`src/crpt_pkg.sv`:
```
// shared types, constants and weight helper for the catmull-rom tessellator
package crpt_pkg;

   localparam int COORD_WIDTH    = 16;
   localparam int COLOR_WIDTH    = 32;
   localparam int STEPS_DEFAULT  = 20;
   localparam int WEIGHT_FRAC    = 15;
   localparam int WEIGHT_WIDTH   = WEIGHT_FRAC + 2;
   localparam int QUEUE_DEPTH    = 2;
   localparam int CSR_ADDR_WIDTH = 3;
   localparam int CSR_DATA_WIDTH = 32;

   typedef logic signed [COORD_WIDTH-1:0] coord_type;
   typedef logic [COLOR_WIDTH-1:0]        color_type;

   // register indexes of the control port
   typedef enum logic {
      REG_HL_ENABLE = 1'b0,
      REG_HL_COLOR  = 1'b1
   } reg_index_type;

   localparam color_type HL_COLOR_RESET = 32'hFFFF00FF;

   // input word: one control point
   typedef struct packed {
      coord_type in_x;
      coord_type in_y;
      color_type point_color;
      logic      route_end;
   } req_word_type;

   // output word: one curve vertex
   typedef struct packed {
      coord_type out_x;
      coord_type out_y;
      color_type out_color;
      logic      run_last;
   } rsp_word_type;

   // one segment to tessellate: p0..p3, colour, and whether its end vertex closes the word
   typedef struct packed {
      coord_type [3:0] px;
      coord_type [3:0] py;
      color_type       color;
      logic            last;
   } seg_type;

   // basis numerators over 2*s^3 for sample i of s
   function automatic longint cr_numerator(longint s, longint i, int k);
      longint n;
      case (k)
         0:       n = -i * s * s + 2 * i * i * s - i * i * i;
         1:       n = 2 * s * s * s - 5 * i * i * s + 3 * i * i * i;
         2:       n = i * s * s + 4 * i * i * s - 3 * i * i * i;
         3:       n = -i * i * s + i * i * i;
         default: n = 0;
      endcase
      return n;
   endfunction

endpackage

```
`src/crpt_queue.sv`:
```
// short segment queue between front and back
module crpt_queue
   import crpt_pkg::*;
(
   input  logic    clock,
   input  logic    reset,
   input  logic    push_en,
   input  seg_type push_data,
   output logic    full,
   input  logic    pop_en,
   output seg_type head,
   output logic    empty
);

   localparam int IdxW = (QUEUE_DEPTH > 1) ? $clog2(QUEUE_DEPTH) : 1;
   localparam int CntW = $clog2(QUEUE_DEPTH + 1);
   localparam logic [IdxW-1:0] LastIdx = IdxW'(QUEUE_DEPTH - 1);

   seg_type         entry_ff [QUEUE_DEPTH];
   logic [IdxW-1:0] wr_ptr_ff, wr_ptr_in;
   logic [IdxW-1:0] rd_ptr_ff, rd_ptr_in;
   logic [CntW-1:0] count_ff, count_in;

   assign full  = (count_ff == CntW'(QUEUE_DEPTH));
   assign empty = (count_ff == '0);
   assign head  = entry_ff[rd_ptr_ff];

   // pointer and fill count
   always_comb begin
      wr_ptr_in = wr_ptr_ff;
      rd_ptr_in = rd_ptr_ff;
      count_in  = count_ff;
      if (push_en) begin
         wr_ptr_in = (wr_ptr_ff == LastIdx) ? '0 : wr_ptr_ff + 1'b1;
      end
      if (pop_en) begin
         rd_ptr_in = (rd_ptr_ff == LastIdx) ? '0 : rd_ptr_ff + 1'b1;
      end
      if (push_en && !pop_en) begin
         count_in = count_ff + 1'b1;
      end else if (pop_en && !push_en) begin
         count_in = count_ff - 1'b1;
      end
   end

   always_ff @(posedge clock) begin
      if (reset) begin
         wr_ptr_ff <= '0;
         rd_ptr_ff <= '0;
         count_ff  <= '0;
      end else begin
         wr_ptr_ff <= wr_ptr_in;
         rd_ptr_ff <= rd_ptr_in;
         count_ff  <= count_in;
      end
      if (push_en) begin
         entry_ff[wr_ptr_ff] <= push_data;
      end
   end

endmodule

```
`config.mk`:
```
export PLATFORM = sky130hd
export DESIGN_NAME = crpt_queue
export DESIGN_NICKNAME = d
export VERILOG_FILES = /design/src/crpt_pkg.sv /design/src/crpt_queue.sv
export SDC_FILE = /design/constraint.sdc
export NUM_CORES = 1
export LEC_CHECK = 0
export BUFFER_PORTS_ARGS = -buffer_cell sky130_fd_sc_hd__buf_2
export CAP_MARGIN = 20
export CORE_MARGIN = 10
export CORE_UTILIZATION = 52
export CTS_CLUSTER_SIZE = 16
export DETAILED_ROUTE_END_ITERATION = 16
export PLACE_DENSITY = 0.84
export REMOVE_ABC_BUFFERS = 1
export SLEW_MARGIN = 0
export SYNTH_ARGS = -nofsm -noshare
export SYNTH_HDL_FRONTEND = slang
export SYNTH_SLANG_ARGS = --single-unit
```
`constraint.sdc`:
```
create_clock -name clock -period 11.12 [get_ports clock]
set_input_delay 0.556 -clock clock [delete_from_list [all_inputs] [get_ports clock]]
set_output_delay 0.556 -clock clock [all_outputs]
set_load 0.005 [all_outputs]
```
### After elaboration in Yosys (flattened, before gate mapping)

Memories as Yosys holds them, arrays and structs flattened. A register that Yosys moved wholly into a read port is not among the register bits.
Cells that the tools add are included.

* add/subtract/negate cells: 4
* multipliers: 0
* divide/modulo/power cells: 0
* order comparisons: 0
* eq/ne operators: 1
* shift-type cells: 0
* multiplexer cells: 8
* bitwise logic cells: 0
* reduce and logical (&&, ||, !) cells: 6

Operators by type and width (number)
* 1-bit 2-to-1 mux: 6
* 2-bit 2-to-1 mux: 2
* 1-bit adder (second input constant): 2
* 2-bit by 1-bit adder with 2-bit output (second input constant): 1
* 2-bit equality test (second input constant): 1
* 1-bit logical AND: 2
* 1-bit logical NOT: 2
* 2-bit logical NOT: 1
* 2-bit nonzero test: 1
* 2-bit by 1-bit subtractor with 2-bit output (second input constant): 1

* register bits after elaboration: 4
* bits in latches: 0
* RAM bits: 322
* ROM bits: 0
* input bits: 165
* output and inout bits: 163
* word-level logic and storage cells: 23
* memories: 1

Memories
* entry_ff: words 2, width 161, rd ports 1, clocked after memory_dff 1, write ports 1, line crpt_queue.sv:19 `seg_type entry_ff [QUEUE_DEPTH];`

### Logic depth before layout (Yosys ltp)

* depth after elaboration: 4
* depth in mapped cells: 5
* mapped depth without buffers: 5

### Worst setup path before layout

OpenSTA, ideal clock, no wires.

* kind: input -> register
* from: in push_en
* to: mem entry_ff[0][0] (netlist bit), enable pin
* library setup time: 0.703 ns
* arrival: 7.514 ns
* data required time: 10.417 ns
* path slack: 2.903 ns
* stages: 1
* buffers on the path: 0
* path through: nor2b_1

* cells in the longest elaborated chain, start to end: 2

RTL lines
* from (decl): line crpt_queue.sv:7 `input logic push_en,`
* 1-bit 2-to-1 mux: line crpt_queue.sv:56 `if (push_en) begin`
* 1-bit 2-to-1 mux (not written as such): line crpt_queue.sv:57 `entry_ff[wr_ptr_ff] <= push_data;`
* to (decl): line crpt_queue.sv:19

No other way between the ends.

==> results.sh <==
export IMPL_rsz0062_at_grt="no"
export IMPL_vias=6139
export IMPL_die_area_um2=30000
export IMPL_layout_setup_ws_ns=7.89
export IMPL_cts_setup_buffers=0
export IMPL_port_buffers=327
export IMPL_crit_reg2reg_launch="wr_ptr_ff$_SDFFE_PP0P_"
export IMPL_dr_pass1_iters=6
export IMPL_overflow=0
export IMPL_drv_cap=0
export IMPL_worstPathRequired_ns=10.56
export IMPL_synthesis_area_um2=12200
export IMPL_placed_cells=1152
export IMPL_initialDrtViolationCount=417
export IMPL_layout_common_cells="buf_2, edfxtp_1, mux2_4, mux2_2, clkbuf_16"
export IMPL_drive_gt1_share_pct=60.4
export IMPL_fin_crit_sh_pct=29.1
export IMPL_critPathMaxFanout=65
export IMPL_ff2ff_path_depth=2
export IMPL_status="completed"
export IMPL_ys_types=16
export IMPL_total_leakage_power_nw=5.89
export IMPL_ctsResizeCount=0
export IMPL_cts_root_buf="clkbuf_16"
export IMPL_start_kind="register"
export IMPL_yosys_top_cells_area="edfxtp_1, mux2_4, mux2_2"
export IMPL_whs_path_depth=1
export IMPL_syn_area_per_cell_um2=23.3
export IMPL_multi_input_area_um2=2260
export IMPL_cts_inserted_buffers=34
export IMPL_crit_type="register to output port"
export IMPL_clock_latency_ns=0.49
export IMPL_synth_top_area_share_pct=79.4
export IMPL_drc=0
export IMPL_n_fill_cell=1543
export IMPL_holdBufCountCts=0
export IMPL_syn_inst=523
export IMPL_vdd_drop_max_uv=138
export IMPL_holdPathEnd="entry_ff[1][121]$_DFFE_PP_"
export IMPL_cts_tree="yes"
export IMPL_fin_cells=1215
export IMPL_r2r_slack_ns=8.83
export IMPL_tightestPinTransition_ns=1.11
export IMPL_avgRoutedWirePerCell_um=21.2
export IMPL_seq_area_um2=9770
export IMPL_max_slew_margin_pct=26.3
export IMPL_cts_sinks=327
export IMPL_synth_seq_cells=327
export IMPL_finish_utilization_pct=66.4
export IMPL_place_hpwl_mm=17.7
export IMPL_synth_seq_area_share_pct=80.2
export IMPL_clock_path_buffers=3
export IMPL_synth_top_area_cell="edfxtp_1"
export IMPL_grt_pass1_vias=6542
export IMPL_synthToLayoutAreaGrowth_pct=24.6
export IMPL_antenna_found_initial=5
export IMPL_grt_max_degree=67
export IMPL_fin_skew_ns=0.0117
export IMPL_drtAntennaViolNets=0
export IMPL_crit_arrival_ns=2.67
export IMPL_clk_pin_slew_ns=0.06
export IMPL_initial_core_util_pct=53.3
export IMPL_gp_congestion=0.738
export IMPL_pin_count=328
export IMPL_dp_slack_ns=8.38
export IMPL_rows=55
export IMPL_layout_commonest_cell="buf_2"
export IMPL_maxSlewViolCount=0
export IMPL_synth_warnings=0
export IMPL_grt_usage_pct=16.3
export IMPL_die_w_um=173
export IMPL_fin_crit_ns=3.23
export IMPL_fin_setup_tns_ns=0
export IMPL_cts_max_level=2
export IMPL_power_density_nw_per_um2=185
export IMPL_r2r_end="entry_ff[1][127]$_DFFE_PP_"
export IMPL_fin_nets=1041
export IMPL_hold_violations=0
export IMPL_setup_worst_path_end_class="output port"
export IMPL_die_h_um=173
export IMPL_floorplan_core_area_um2=22800
export IMPL_max_freq_ghz=0.310
export IMPL_worstHoldStart="push_data[121]"
export IMPL_drt_total_wl_mm=25.7
export IMPL_finalSetupViolCount=0
export IMPL_viasPerCell=5.05
export IMPL_grt_first_pass_wirelength_mm=38.2
export IMPL_hold_path_class="input pin to register"
-- cells in the mapped netlist (all sizes together) --
cell and instances:
nor2b 2, a21oi 1, xor2 2, o21ai 1
buf 18, ha 1, and2 1, edfxtp 322
nor2 5, or3 1, dfxtp 5, xnor2 2
inv 1, mux2 161
-- power breakdown --
| group | internal, mW | switching [mW] |
|---|---|---|
| sequential | 1.44 | 0.0236 |
| combinational | 0.155 | 0.137 |
| clock | 0.627 | 0.423 |
| total | 2.22 | 0.584 |
-- state kept, by name, indices dropped and copies added, names as in the netlist, named ones only --
signal,cells
entry_ff,322
count_ff,2
rd_ptr_ff,1
wr_ptr_ff,1
-- kinds of logic after synthesis --
group           after synthesis  share of synthesized area, %
flops                       327                          80.2
buf+inv                      19                          1.33
mux                         161                          17.7
xor+xnor                      4                         0.288
fa+ha+maj                     1                         0.103
compound gates                2                        0.0821
simple gates                  9                         0.359
-- layout make-up --
class                           count  share of cell area, %
Inverter                            1                 0.0247
Multi-Input combinational cell    177                   14.9
Antenna cell                        4                 0.0659
Sequential cell                   327                   64.4
Clock buffer                       45                   6.30
Tap cell                          313                   2.58
Clock inverter                     14                  0.610
Timing Repair Buffer              334                   11.1
-- stage by stage --
stage	power, mW	instance area, um^2	hold slack [ns]
3_3_place_gp	1.77	14100	0.492
6_report	2.81	15200	0.250
3_5_place_dp	1.79	14100	0.503
2_1_floorplan	1.68	12000	0.461
4_1_cts	2.84	15200	0.225
5_1_grt	2.92	15200	0.224
-- metal layers --
metal / global-route usage, % / up-vias / share of wire (%)
met4: 4.96 / 4 / 2.0
met3: 6.08 / 40 / 8.8
li1: - / 2793 / -
met2: 28.3 / 262 / 52
met1: 18.3 / 3040 / 37
met5: 0 / - / 0.082
-- worst max-delay path: stages, from the launching register on --
cell,delay (ns)
dfxtp_4,0.64
buf_4,0.89
mux2_2,0.43
buf_2,0.13
-- worst max path at each step --
stage | cells after the start | start | slack, ns | endpoint
2_1_floorplan | 1 | push_en | 2.90 | entry_ff[0][0]$_DFFE_PP_
6_report | 3 | register | 7.89 | head[12]
5_1_grt | 3 | register | 7.76 | head[26]
3_3_place_gp | 3 | register | 8.40 | head[31]
4_1_cts | 3 | register | 7.85 | head[37]
3_5_place_dp | 3 | register | 8.38 | head[24]
Note: power is estimated with default switching activity, not from simulation.
