<file path="src/crpt_pkg.sv">
// shared types, constants and weight helper for the catmull-rom tessellator
package crpt_pkg;

   localparam int COORD_WIDTH    = 16;
   localparam int COLOR_WIDTH    = 32;
   localparam int STEPS_DEFAULT  = 20;
   localparam int WEIGHT_FRAC    = 15;
   localparam int WEIGHT_WIDTH   = WEIGHT_FRAC + 2;
   localparam int QUEUE_DEPTH    = 2;
   localparam int CSR_ADDR_WIDTH = 3;
   localparam int CSR_DATA_WIDTH = 32;

   typedef logic signed [COORD_WIDTH-1:0] coord_type;
   typedef logic [COLOR_WIDTH-1:0]        color_type;

   // register indexes of the control port
   typedef enum logic {
      REG_HL_ENABLE = 1'b0,
      REG_HL_COLOR  = 1'b1
   } reg_index_type;

   localparam color_type HL_COLOR_RESET = 32'hFFFF00FF;

   // input word: one control point
   typedef struct packed {
      coord_type in_x;
      coord_type in_y;
      color_type point_color;
      logic      route_end;
   } req_word_type;

   // output word: one curve vertex
   typedef struct packed {
      coord_type out_x;
      coord_type out_y;
      color_type out_color;
      logic      run_last;
   } rsp_word_type;

   // one segment to tessellate: p0..p3, colour, and whether its end vertex closes the word
   typedef struct packed {
      coord_type [3:0] px;
      coord_type [3:0] py;
      color_type       color;
      logic            last;
   } seg_type;

   // basis numerators over 2*s^3 for sample i of s
   function automatic longint cr_numerator(longint s, longint i, int k);
      longint n;
      case (k)
         0:       n = -i * s * s + 2 * i * i * s - i * i * i;
         1:       n = 2 * s * s * s - 5 * i * i * s + 3 * i * i * i;
         2:       n = i * s * s + 4 * i * i * s - 3 * i * i * i;
         3:       n = -i * i * s + i * i * i;
         default: n = 0;
      endcase
      return n;
   endfunction

endpackage

</file>
<file path="src/crpt_front.sv">
// front end: point window, segment classification and segment push
module crpt_front
   import crpt_pkg::*;
(
   input  logic         clock,
   input  logic         reset,
   input  logic         req_valid,
   output logic         req_ready,
   input  req_word_type req_data,
   input  logic         hl_enable,
   input  color_type    hl_color,
   output logic         push_en,
   output seg_type      push_data,
   input  logic         q_full
);

   coord_type win_x_ff [3];
   coord_type win_y_ff [3];
   color_type win_c_ff [3];
   coord_type win_x_in [3];
   coord_type win_y_in [3];
   color_type win_c_in [3];
   logic [1:0] held_ff, held_in;
   logic       pend_valid_ff, pend_valid_in;
   seg_type    pend_seg_ff, pend_seg_in;

   logic      accept;
   logic      has_a, has_b;
   seg_type   seg_a, seg_b;
   coord_type nx, ny;
   logic      last;

   assign nx        = req_data.in_x;
   assign ny        = req_data.in_y;
   assign last      = req_data.route_end;
   assign req_ready = !pend_valid_ff && !q_full;
   assign accept    = req_valid && req_ready;

   // segments closed by the incoming point
   always_comb begin
      has_a = 1'b0;
      has_b = 1'b0;
      seg_a = '0;
      seg_b = '0;
      case (held_ff)
         2'd1: begin
            has_a       = last;
            seg_a.px    = {nx, nx, win_x_ff[0], win_x_ff[0]};
            seg_a.py    = {ny, ny, win_y_ff[0], win_y_ff[0]};
            seg_a.color = hl_enable ? hl_color : win_c_ff[0];
            seg_a.last  = 1'b1;
         end
         2'd2: begin
            has_a       = 1'b1;
            seg_a.px    = {nx, win_x_ff[1], win_x_ff[0], win_x_ff[0]};
            seg_a.py    = {ny, win_y_ff[1], win_y_ff[0], win_y_ff[0]};
            seg_a.color = hl_enable ? hl_color : win_c_ff[0];
            seg_a.last  = !last;
            has_b       = last;
            seg_b.px    = {nx, nx, win_x_ff[1], win_x_ff[0]};
            seg_b.py    = {ny, ny, win_y_ff[1], win_y_ff[0]};
            seg_b.color = hl_enable ? hl_color : win_c_ff[1];
            seg_b.last  = 1'b1;
         end
         2'd3: begin
            has_a       = 1'b1;
            seg_a.px    = {nx, win_x_ff[2], win_x_ff[1], win_x_ff[0]};
            seg_a.py    = {ny, win_y_ff[2], win_y_ff[1], win_y_ff[0]};
            seg_a.color = hl_enable ? hl_color : win_c_ff[1];
            seg_a.last  = !last;
            has_b       = last;
            seg_b.px    = {nx, nx, win_x_ff[2], win_x_ff[1]};
            seg_b.py    = {ny, ny, win_y_ff[2], win_y_ff[1]};
            seg_b.color = hl_enable ? hl_color : win_c_ff[2];
            seg_b.last  = 1'b1;
         end
         default: begin
            has_a = 1'b0;
         end
      endcase
   end

   // push pending second segment first, else the first segment of a new word
   assign push_en   = !q_full && (pend_valid_ff || (accept && has_a));
   assign push_data = pend_valid_ff ? pend_seg_ff : seg_a;

   always_comb begin
      pend_valid_in = pend_valid_ff;
      pend_seg_in   = pend_seg_ff;
      if (pend_valid_ff) begin
         if (!q_full) begin
            pend_valid_in = 1'b0;
         end
      end else if (accept && has_b) begin
         pend_valid_in = 1'b1;
         pend_seg_in   = seg_b;
      end
   end

   // window update and held count
   always_comb begin
      win_x_in = win_x_ff;
      win_y_in = win_y_ff;
      win_c_in = win_c_ff;
      held_in  = held_ff;
      if (accept) begin
         if (held_ff == 2'd3) begin
            win_x_in[0] = win_x_ff[1];
            win_y_in[0] = win_y_ff[1];
            win_c_in[0] = win_c_ff[1];
            win_x_in[1] = win_x_ff[2];
            win_y_in[1] = win_y_ff[2];
            win_c_in[1] = win_c_ff[2];
            win_x_in[2] = nx;
            win_y_in[2] = ny;
            win_c_in[2] = req_data.point_color;
         end else begin
            win_x_in[held_ff] = nx;
            win_y_in[held_ff] = ny;
            win_c_in[held_ff] = req_data.point_color;
         end
         if (last) begin
            held_in = 2'd0;
         end else if (held_ff != 2'd3) begin
            held_in = held_ff + 2'd1;
         end
      end
   end

   always_ff @(posedge clock) begin
      if (reset) begin
         held_ff       <= 2'd0;
         pend_valid_ff <= 1'b0;
      end else begin
         held_ff       <= held_in;
         pend_valid_ff <= pend_valid_in;
      end
      pend_seg_ff <= pend_seg_in;
      win_x_ff    <= win_x_in;
      win_y_ff    <= win_y_in;
      win_c_ff    <= win_c_in;
   end

endmodule

</file>
<file path="config.mk">
export PLATFORM = sky130hd
export DESIGN_NAME = crpt_front
export DESIGN_NICKNAME = d
export VERILOG_FILES = /design/src/crpt_pkg.sv /design/src/crpt_front.sv
export SDC_FILE = /design/constraint.sdc
export NUM_CORES = 1
export LEC_CHECK = 0
export BUFFER_PORTS_ARGS = -buffer_cell sky130_fd_sc_hd__buf_2
export CAP_MARGIN = 25
export CELL_PAD_IN_SITES_DETAIL_PLACEMENT = 0
export CELL_PAD_IN_SITES_GLOBAL_PLACEMENT = 1
export CORE_MARGIN = 2
export CORE_UTILIZATION = 49
export CTS_CLUSTER_DIAMETER = 100
export CTS_CLUSTER_SIZE = 24
export DETAILED_ROUTE_END_ITERATION = 12
export GPL_TIMING_DRIVEN = 1
export PLACE_DENSITY_LB_ADDON = 0.1
export SKIP_LAST_GASP = 1
export SYNTH_ARGS = -nofsm -noshare
export SYNTH_HDL_FRONTEND = slang
export SYNTH_SLANG_ARGS = --single-unit
</file>
<file path="constraint.sdc">
create_clock -name clock -period 9.47 [get_ports clock]
set_input_delay 0.947 -clock clock [delete_from_list [all_inputs] [get_ports clock]]
set_output_delay 0.947 -clock clock [all_outputs]
set_load 0.01 [all_outputs]
</file>
## Word level (Yosys, flattened, before mapping)

Cells that the tools add are included.

| word-level totals | value |
|---|---|
| register bits | 356 |
| output and inout bits | 163 |
| word-level logic and storage cells | 67 |

| cells by class | value |
|---|---|
| $add $sub $neg | 1 |
| $lt $le $gt $ge | 2 |
| eq/ne operators | 4 |
| muxes and demuxes | 23 |
| bitwise gates (word level) | 2 |
| reduce and logical (&&, ||, !) cells | 14 |

Operators by type and width:

| kind | number |
|---|---|
| 161-bit case mux with 3 select lines | 1 |
| 161-bit case mux with 2 select lines | 1 |
| 161-bit 2-to-1 mux | 1 |
| 32-bit 2-to-1 mux | 4 |
| 48-bit bitwise mux | 2 |
| 96-bit bitwise mux | 1 |
| 48-bit 2-to-1 mux | 2 |
| 96-bit 2-to-1 mux | 1 |
| 32-bit demux with 2-bit select | 1 |
| 16-bit demux with 2-bit select | 1 |
| 16-bit 2-to-1 mux | 1 |
| 1-bit logical AND | 6 |
| 2-bit equality test, second input constant | 2 |
| 1-bit 2-to-1 mux | 4 |
| 2-bit 2-to-1 mux | 2 |
| 2-bit AND reduction | 2 |
| 3-bit greater-or-equal comparator, second input constant | 1 |
| 1-bit logical NOT | 3 |
| 3-bit by 1-bit less-than comparator with 1-bit output, second input constant | 1 |
| 2-bit inverter with 3-bit output | 1 |
| 2-bit by 1-bit adder with 2-bit output, second input constant | 1 |
| 2-bit by 1-bit equality test with 1-bit output, second input constant | 1 |
| 2-bit != test, second input constant | 1 |
| 1-bit case mux with 2 select lines | 1 |
| other kinds (4) | 4 |

## Logic depth before layout (Yosys ltp)

Gate-level depths: netlist (run 1).

| logic depth | value |
|---|---|
| word-level depth | 7 |
| mapped depth | 9 |
| gate-level depth less buffers | 6 |

## Least setup slack after synthesis (run 1)

OpenSTA, ideal clock, no wires.

| path | value |
|---|---|
| kind | in2reg |
| from | in q_full |
| to | reg win_c_ff[32] (netlist bit) (enable) |
| library setup time | 0.507 ns |
| arrival | 4.592 ns |
| required time | 8.963 ns |
| path slack | 4.371 ns |
| cell stages on the path | 2 |
| buffers on the path | 0 |
| cell sequence | or3b_2 -> a21oi_1 |

| between the ends | value |
|---|---|
| longest elaborated chain between the ends | 3 |

RTL lines:

| what | line | text |
|---|---|---|
| start: declaration | crpt_front.sv:14 | `input logic q_full` |
| 1-bit logical NOT | n/a |  |
| 1-bit logical AND | crpt_front.sv:36 | `assign req_ready = !pend_valid_ff && !q_full;` |
| 1-bit logical AND | crpt_front.sv:37 | `assign accept = req_valid && req_ready;` |
| end signal: assignment | crpt_front.sv:141 | `win_c_ff <= win_c_in;` |
| end: declaration | crpt_front.sv:19 | `color_type win_c_ff [3];` |

No other way between the ends.
A chain may end at the register's enable or synchronous reset.

==> flow_metrics.env, run 1 <==
export IMPL_setup_viol=0
export IMPL_cellLeakagePower_nw=6.73
export IMPL_place_congestion=0.789
export IMPL_numCtsBuffers=17
export IMPL_antenna_found_initial=5
export IMPL_die_x_um=188
export IMPL_holdWs_ns=0.563
export IMPL_wl_per_cell_um=24.2
export IMPL_fin_worst_skew_ns=0.0225
export IMPL_worstSetupPathType="reg2out"
export IMPL_seq_area_frac_synth_pct=58.4
export IMPL_crit_slowest_cell="ha_2"
export IMPL_grt_max_degree=235
export IMPL_power_w=0.00258
export IMPL_grt_pass1_wl_um=73500
export IMPL_maxSlewViolCount=0
export IMPL_ctsResizeCount=0
export IMPL_setup_slack_ns=4.44
export IMPL_drive_above_1_share_pct=25.1
export IMPL_synth_area_mm2=0.0166
export IMPL_yosys_area_top_type="edfxtp_1"
export IMPL_cts_setup_buffers=0
export IMPL_insertion_delay_ns=0.52
export IMPL_track_usage_pct=26.6
export IMPL_grt_pass1_vias=12200
export IMPL_h_tree_depth=1
export IMPL_worstPathMaxFanout=57
export IMPL_final_net_count=1648
export IMPL_post_synth_cell_area_avg_um2=12.1
export IMPL_end_kind="output pin"
export IMPL_slew_headroom_pct=18.5
export IMPL_worstPathArrival_ns=4.08
export IMPL_synth_area_leaders="edfxtp_1 58%, a22o_1 10%, a22oi_1 4.3%"
export IMPL_fillCellCount=2913
export IMPL_cp_cell_sequence="inv_1 -> ha_2 -> or2_4 -> buf_4 -> nor2_4 -> a22o_1 -> buf_2"
export IMPL_hold_viol=0
export IMPL_synthesis_nets=1482
export IMPL_drt_antenna_violating_nets=0
export IMPL_root_buffer="clkbuf_16"
export IMPL_required_ns=8.52
export IMPL_synth_top_cell_area_share_pct=58.0
export IMPL_cts_num_sinks=324
export IMPL_setup_tns_ns=0
export IMPL_ff_latch_area_mm2=0.00970
export IMPL_status="complete, no violations"
export IMPL_via_per_inst=6.17
export IMPL_cp_slowest_stage_delay_ns=0.80
export IMPL_fin_cells=1997
export IMPL_cp_start_kind="register"
export IMPL_drt_pass1_iterations=6
export IMPL_ys_seq_elements=324
export IMPL_initial_core_util_pct=49.7
export IMPL_max_freq_mhz=199
export IMPL_vias=12300
export IMPL_tightest_slew_ns=1.22
export IMPL_io_buffers=264
export IMPL_dp_hpwl_um=27700
export IMPL_multiInputGateArea_mm2=0.00637
export IMPL_dieArea_mm2=0.0354
export IMPL_wirelength_um=48300
export IMPL_min_path_type="reg2reg"
export IMPL_synth_cells=1374
export IMPL_clk_pin_slew_ns=0.11
export IMPL_die_y_um=188
export IMPL_period_share_pct=53.1
export IMPL_clock_path_buffers=3
export IMPL_coreArea_mm2=0.0334
export IMPL_power_density_mw_per_mm2=138
export IMPL_cts_hold_buffers=0
export IMPL_drcViolationCount=0
export IMPL_peakVddDrop_mv=0.0978
export IMPL_pre_cts_ws_ns=4.98
export IMPL_io_pin_count=265
export IMPL_rsz0062_at_grt="no"
export IMPL_cts_tree="done"
export IMPL_gr_total_overflow=0
export IMPL_drv_cap=0
export IMPL_rows=67
export IMPL_crit_family="simple AND/OR/NAND/NOR gates"
export IMPL_cp_buffers_inverters=3
export IMPL_dp_cells=1967
export IMPL_ys_warn_count=0
export IMPL_synth_distinct_cells=34
export IMPL_drt_iter0_drc=1381
export IMPL_period_needed_ns=5.03
export IMPL_areaGrowthSynthToFinish_pct=12.7
## logic make-up after synthesis
group / count (synthesis) / synth area share, %
AO/OA/AOI/OAI: 461 / 21.2
AND/OR/NAND/NOR: 345 / 9.64
flip-flops: 324 / 58.4
buffers and inverters: 142 / 4.06
multiplexers: 96 / 6.26
adder cells (fa/ha/maj): 6 / 0.452
## cell usage after synthesis
| master | instances |
|---|---|
| a211o_1 | 1 |
| a21boi_0 | 32 |
| a21oi_1 | 4 |
| a21oi_4 | 1 |
| a221o_1 | 32 |
| a22o_1 | 192 |
| a22oi_1 | 96 |
| a31oi_1 | 1 |
| a32oi_1 | 1 |
| and2_1 | 1 |
| and3_1 | 1 |
| buf_1 | 7 |
| buf_2 | 61 |
| buf_4 | 1 |
| buf_6 | 8 |
| clkbuf_1 | 58 |
| clkbuf_2 | 1 |
| dfxtp_1 | 3 |
| edfxtp_1 | 321 |
| ha_1 | 6 |
| inv_1 | 6 |
| mux2_2 | 64 |
| mux2i_1 | 32 |
| nand2_1 | 130 |
| nand3_1 | 2 |
| nor2_1 | 76 |
| nor2_2 | 2 |
| nor2b_1 | 96 |
| nor3_1 | 33 |
| nor3b_1 | 1 |
| o21ai_0 | 101 |
| or2_1 | 1 |
| or2_2 | 1 |
| or3b_2 | 1 |
## layout make-up
| class | count | area share (%) |
|---|---|---|
| Multi-Input combinational cell | 908 | 34.0 |
| Tap cell | 448 | 2.99 |
| Inverter | 6 | 0.120 |
| Clock inverter | 1 | 0.0868 |
| Antenna cell | 5 | 0.0668 |
| Sequential cell | 324 | 51.8 |
| Clock buffer | 22 | 2.37 |
| Timing Repair Buffer | 283 | 8.52 |
## stage by stage
step	utilization [%]	instance area (um2)
after CTS	55.8	18700
after global placement	54.1	18100
after floorplan	-	16600
after detailed placement	54.4	18200
final	56.0	18700
after global routing	56.0	18700
## power by group
group,internal [W],switching (W)
Combinational,0.0000737,0.000112
Sequential,0.00158,0.0000122
Clock,0.000336,0.000460
Total,0.00199,0.000584
## path summary, 6_finish.rpt
check / start / to / slack [ns] / cells after the start
min reg2reg: win_c_ff[44]$_DFFE_PP_ / win_c_ff[76]$_DFFE_PP_ / 0.56 / 2
min: win_c_ff[44]$_DFFE_PP_ / win_c_ff[76]$_DFFE_PP_ / 0.56 / 2
max reg2reg: held_ff[1]$_SDFFE_PP0P_ / pend_seg_ff[8]$_SDFFCE_PN0P_ / 5.88 / 6
max: held_ff[0]$_SDFFE_PP0P_ / push_data[111] / 4.44 / 7
## tightest hold or removal path: cells and delay by family, from the launching register on
kind | cells | cell delay [ns]
DFF | 1 | 0.36
AOI/OAI and AO/OA | 1 | 0.06
and+or+nand+nor | 1 | 0.05
## layer usage
| layer | GRT usage, % | vias to the layer above | wire length (um) |
|---|---|---|---|
| li1 | - | 5634 | - |
| met1 | 37.4 | 6147 | 20700 |
| met2 | 43.2 | 477 | 22800 |
| met3 | 4.34 | 57 | 3700 |
| met4 | 6.97 | 4 | 995 |
| met5 | 0 | - | 27 |
## cell usage in the layout (no fill, tap or decap), drive strengths merged, types with 2 or more instances in the layout
master and instances:
ha 6, a21oi 5, nand2 130, a22oi 96, clkbuf 22, mux2 64
a221o 32, edfxtp 321, inv 6, a21boi 32, a22o 192, nor3 33
or2 2, diode 5, o21ai 101, dfxtp 3, mux2i 32, buf 283
nand3 2, nor2b 96, nor2 78
## flip-flops by register name, summed over array words and instances (netlist names)
signal and cells:
held_ff 2, pend_seg_ff 129, pend_valid_ff 1, win_c_ff 96, win_x_ff 48, win_y_ff 48
Power figures use the tool's default switching activity.
==> run 2, diff against run 1 <==
- CORE_UTILIZATION: 49 -> 41
- clock period: 9.47 -> 4.5 ns (I/O delays scaled with it)
==> run 2 against run 1 <==
  * Die area rose by 19%
  * Critical endpoint is now push_data[89]
  * Routed wire length increased by 6.4%
  * Sequential power increased by 110%
  * Non-clock buffer count is 13 higher
  * Highest routed layer is now met4
  * Register-to-register slack worse by 4.6 ns
  * Cell area grew 0.74%
==> flow_metrics.env, run 2 (synthesis results as in run 1) <==
export IMPL_die_x_um=205
export IMPL_routedLengthMet1_um=22900
export IMPL_min_path_type="in2reg"
export IMPL_io_buffers=264
export IMPL_coreArea_mm2=0.0399
export IMPL_grt_max_degree=81
export IMPL_multiInputGateArea_mm2=0.00637
export IMPL_numCtsBuffers=17
export IMPL_peakVddDrop_mv=0.229
export IMPL_max_freq_mhz=247
export IMPL_drcViolationCount=0
export IMPL_dieArea_mm2=0.0422
export IMPL_cts_tree="done"
export IMPL_insertion_delay_ns=0.52
export IMPL_dp_hpwl_um=30300
export IMPL_clock_path_buffers=3
export IMPL_vias=12400
export IMPL_power_switching_w=0.00125
export IMPL_cts_num_sinks=324
export IMPL_fillCellCount=3727
export IMPL_status="complete, no violations"
export IMPL_power_internal_w=0.00420
export IMPL_top_layer="met4"
export IMPL_slew_headroom_pct=30.3
export IMPL_reg2reg_from="held_ff[1]$_SDFFE_PP0P_"
export IMPL_layout_common_cells="321 x edfxtp_1, 263 x buf_2, 192 x a22o_1"
export IMPL_final_common_cell="edfxtp_1"
export IMPL_power_w=0.00545
export IMPL_period_share_pct=90.0
export IMPL_grt_pass1_vias=12100
export IMPL_root_buffer="clkbuf_16"
export IMPL_areaGrowthSynthToFinish_pct=13.5
export IMPL_initial_core_util_pct=41.6
export IMPL_largest_register="pend_seg_ff"
export IMPL_worstPathArrival_ns=3.60
export IMPL_setup_tns_ns=0
export IMPL_io_pin_count=265
export IMPL_cellLeakagePower_nw=6.78
export IMPL_wirelength_um=51400
export IMPL_cts_setup_buffers=0
export IMPL_combPwrFrac_pct=7.4
export IMPL_clock_power_share_pct=31.1
export IMPL_maxSlewViolCount=0
export IMPL_cp_start_kind="register"
export IMPL_die_y_um=205
export IMPL_power_frac_seq_pct=61.5
export IMPL_fin_worst_skew_ns=0.0203
export IMPL_antenna_found_initial=4
export IMPL_worstSetupPathType="reg2out"
export IMPL_met2WireLength_um=24200
export IMPL_drive_above_1_share_pct=25.8
export IMPL_power_density_mw_per_mm2=289
export IMPL_largest_reg_flops=129
export IMPL_cts_hold_buffers=0
export IMPL_ff_latch_area_mm2=0.00970
export IMPL_final_net_count=1661
export IMPL_hold_path_startpoint="reset"
export IMPL_startpoint="held_ff[0]$_SDFFE_PP0P_"
export IMPL_h_tree_depth=1
export IMPL_hold_viol=0
export IMPL_ctsResizeCount=0
export IMPL_reg_top3="pend_seg_ff (129), win_c_ff (96)"
export IMPL_drv_cap=0
export IMPL_gr_total_overflow=0
export IMPL_drt_antenna_violating_nets=0
export IMPL_drt_pass1_iterations=6
export IMPL_grt_pass1_wl_um=76700
export IMPL_drt_iter0_drc=978
export IMPL_wl_met3_um=3410
export IMPL_clk_pin_slew_ns=0.11
export IMPL_place_congestion=0.766
export IMPL_setup_viol=0
export IMPL_period_needed_ns=4.05
export IMPL_via_per_inst=5.94
export IMPL_rsz0062_at_grt="no"
export IMPL_rows=73
export IMPL_end_kind="output pin"
export IMPL_worstPathMaxFanout=34
export IMPL_tightest_slew_ns=1.05
export IMPL_switching_share_pct=23.0
export IMPL_track_usage_pct=24.0
export IMPL_required_ns=4.05
export IMPL_wl_per_cell_um=24.6
run 2: power groups by stage:
stage / registers, W / logic, W / clock network (W)
2_1_floorplan: 0.00342 / 0.000226 / 0
3_3_place_gp: 0.00342 / 0.000398 / 0
3_5_place_dp: 0.00342 / 0.000404 / 0
4_1_cts: 0.00335 / 0.000405 / 0.00174
5_1_grt: 0.00336 / 0.000436 / 0.00183
6_report: 0.00335 / 0.000403 / 0.00169
run 2: cell type report:
cell class / count / area share (%)
Tap cell: 525 / 3.48
Clock inverter: 1 / 0.0862
Inverter: 6 / 0.119
Multi-Input combinational cell: 908 / 33.8
Sequential cell: 324 / 51.4
Timing Repair Buffer: 296 / 8.70
Clock buffer: 22 / 2.35
Antenna cell: 4 / 0.0531
run 2: stage by stage:
step / std cells / utilization, % / instance area [um2] / setup slack (ns) / hold slack, ns
4_1_cts: 2082 / 47.2 / 18900 / 0.397 / 0.0917
3_3_place_gp: 2056 / 45.9 / 18300 / 0.933 / 0.533
2_1_floorplan: 1374 / - / 16600 / 0.119 / 0.503
3_5_place_dp: 2059 / 46.1 / 18400 / 0.979 / 0.544
5_1_grt: 2086 / 47.3 / 18900 / 0.260 / 0.115
6_report: 2086 / 47.3 / 18900 / 0.451 / 0.113
run 2: worst paths after layout:
check,to,slack [ns],cells after the start
hold / removal,pend_valid_ff$_SDFF_PP0_,0.11,2
setup reg to reg,win_c_ff[59]$_DFFE_PP_,1.30,6
hold reg to reg,win_c_ff[72]$_DFFE_PP_,0.54,2
setup / recovery,push_data[89],0.45,8
run 2: critical path: stages, from the launching register on:
cell	delay [ns]
dfxtp_1	0.40
inv_1	0.19
ha_2	0.83
or2_4	0.54
buf_4	0.36
a21oi_4	0.04
buf_4	0.29
a22o_1	0.25
buf_2	0.14
run 2: metal layers:
layer	track usage, %	vias to the layer above
met5	0	-
met4	5.22	0
met3	2.63	53
met2	38.9	441
met1	34.6	6248
li1	-	5655
==> run 3, diff against run 2 <==
- BUFFER_PORTS_ARGS: -buffer_cell sky130_fd_sc_hd__buf_2 -> not set
- CORE_UTILIZATION: 41 -> 51
- DONT_BUFFER_PORTS: not set -> 1
- clock period: 4.5 -> 4.1 ns (I/O delays scaled with it)
==> run 3 against run 2 <==
  * Non-clock buffer count shrank 270
  * Global-route usage grew 2.6 points
  * Highest routed layer unchanged
  * Sequential cell count is the same
  * Die area shrank 19%
  * Sequential power grew 9.9%
  * Clock skew shrank 0.0093 ns
  * Cell area shrank 7.8%
  * Core utilization grew 6.6 points
==> flow_metrics.env, run 3 (synthesis results as in run 1) <==
export IMPL_max_freq_mhz=271
export IMPL_hold_path_startpoint="q_full"
export IMPL_rsz0062_at_grt="no"
export IMPL_fin_cells=1735
export IMPL_numCtsBuffers=17
export IMPL_largest_register="pend_seg_ff"
export IMPL_clock_path_buffers=3
export IMPL_worstPathArrival_ns=3.28
export IMPL_drv_cap=0
export IMPL_fillCellCount=2796
export IMPL_grt_pass1_vias=11000
export IMPL_power_internal_w=0.00457
export IMPL_stdcell_area_mm2=0.0174
export IMPL_clk_pin_slew_ns=0.10
export IMPL_tightest_slew_ns=1.07
export IMPL_hold_viol=0
export IMPL_via_per_inst=6.59
export IMPL_drive_above_1_share_pct=10.1
export IMPL_placed_area_mm2=0.0169
export IMPL_holdPathEnd="pend_valid_ff$_SDFF_PP0_"
export IMPL_initial_core_util_pct=51.5
export IMPL_utilization_pct=53.9
export IMPL_grt_max_degree=100
export IMPL_coreArea_mm2=0.0323
export IMPL_worstSetupPathType="reg2out"
export IMPL_grt_pass1_wl_um=68900
export IMPL_root_buffer="clkbuf_16"
export IMPL_dp_cells=1703
export IMPL_drt_antenna_violating_nets=0
export IMPL_final_common_cell="edfxtp_1"
export IMPL_cts_num_sinks=324
export IMPL_wirelength_um=46600
export IMPL_r2r_setup_slack_ns=1.11
export IMPL_place_congestion=0.784
export IMPL_io_pin_count=265
export IMPL_cellLeakagePower_nw=5.44
export IMPL_ff_latch_area_mm2=0.00970
export IMPL_drt_pass1_iterations=6
export IMPL_track_usage_pct=26.6
export IMPL_wl_per_cell_um=26.9
export IMPL_cts_tree="done"
export IMPL_ff2ff_path_depth=5
export IMPL_timing_rr_end="pend_seg_ff[37]$_SDFFCE_PN0P_"
export IMPL_dieArea_mm2=0.0340
export IMPL_largest_reg_flops=129
export IMPL_power_density_mw_per_mm2=336
export IMPL_required_ns=3.69
export IMPL_dp_hpwl_um=26700
export IMPL_die_x_um=185
export IMPL_period_needed_ns=3.69
export IMPL_cp_start_kind="register"
export IMPL_die_y_um=185
export IMPL_areaGrowthSynthToFinish_pct=4.71
export IMPL_worstPathMaxFanout=41
export IMPL_switching_share_pct=21.7
export IMPL_end_kind="output pin"
export IMPL_fin_worst_skew_ns=0.0109
export IMPL_gr_total_overflow=0
export IMPL_power_frac_seq_pct=63.0
export IMPL_multiInputGateArea_mm2=0.00637
export IMPL_setup_viol=0
export IMPL_layout_common_cells="321 x edfxtp_1, 192 x a22o_1, 130 x nand2_1"
export IMPL_final_net_count=1391
export IMPL_startpoint="held_ff[0]$_SDFFE_PP0P_"
export IMPL_slew_headroom_pct=28.5
export IMPL_combPwrFrac_pct=5.2
export IMPL_insertion_delay_ns=0.51
export IMPL_clock_power_share_pct=31.8
export IMPL_reg_top3="pend_seg_ff (129), win_c_ff (96)"
export IMPL_io_buffers=0
export IMPL_power_switching_w=0.00127
export IMPL_rows=66
export IMPL_h_tree_depth=1
export IMPL_period_share_pct=89.9
export IMPL_drt_iter0_drc=1252
export IMPL_hold_path_depth=2
export IMPL_maxSlewViolCount=0
export IMPL_drcViolationCount=0
export IMPL_peakVddDrop_mv=0.265
export IMPL_status="complete, no violations"
export IMPL_power_w=0.00584
export IMPL_vias=11400
export IMPL_min_path_type="in2reg"
export IMPL_antenna_found_initial=1
export IMPL_setup_tns_ns=0
export IMPL_reg2reg_from="held_ff[0]$_SDFFE_PP0P_"
[run 3: cell count changes in the layout (fill, tap and decap cells not counted), moves of 3 or more]
cell      before  now
diode_2        4    1
buf_2        263    0
buf_4         28   20
clkbuf_1       5    9
[run 3: layout make-up]
cell class / count / area share (%)
sequential: 324 / 55.8
multi-input combinational: 908 / 36.6
tap: 442 / 3.18
clock buffer: 26 / 2.64
timing repair buffer: 26 / 1.58
inverter: 6 / 0.129
clock inverter: 2 / 0.0863
antenna: 1 / 0.0144
[run 3: worst max-delay path by stage]
stage | slack, ns | cells after the start | end
finish | 0.41 | 5 | push_data[125]
CTS | 0.43 | 5 | push_data[87]
floorplan | -0.02 | 2 | win_c_ff[64]$_DFFE_PP_
global placement | 1.04 | 5 | push_data[125]
detailed placement | 0.99 | 5 | push_data[87]
global route | 0.23 | 5 | push_data[141]
[run 3: layer usage]
metal | vias to the layer above | GRT usage [%] | share of wire (%)
li1 | 5105 | - | -
met1 | 5800 | 37.9 | 43
met2 | 488 | 41.5 | 46
met3 | 49 | 5.63 | 8.7
met4 | 0 | 6.66 | 2.1
met5 | - | 0 | 0
[run 3: stage by stage]
stage          hold WS, ns  setup slack [ns]
2_1_floorplan        0.479           -0.0219
3_3_place_gp         0.482              1.04
3_5_place_dp         0.480             0.994
4_1_cts             0.0296             0.430
5_1_grt             0.0467             0.231
6_report            0.0599             0.413
[run 3: worst max-delay path: stages, from the launching register on]
cell and delay [ns]:
dfxtp_1 0.40, inv_1 0.21, ha_4 0.60, or2_2 0.81, a22oi_1 0.14, o21ai_0 0.58
[run 3: power groups by stage]
stage / clock network [W] / logic [W] / registers [W]
6_report: 0.00186 / 0.000305 / 0.00368
5_1_grt: 0.00199 / 0.000329 / 0.00368
4_1_cts: 0.00190 / 0.000305 / 0.00368
3_5_place_dp: 0 / 0.000303 / 0.00375
3_3_place_gp: 0 / 0.000299 / 0.00375
2_1_floorplan: 0 / 0.000248 / 0.00375
[run 3: repair_timing]
item                       4_1_cts  5_1_grt
setup endpoints to repair        0        0
resized for setup                0        0
hold buffers                     1        0
setup buffers                    0        0
hold endpoints to repair         3        0
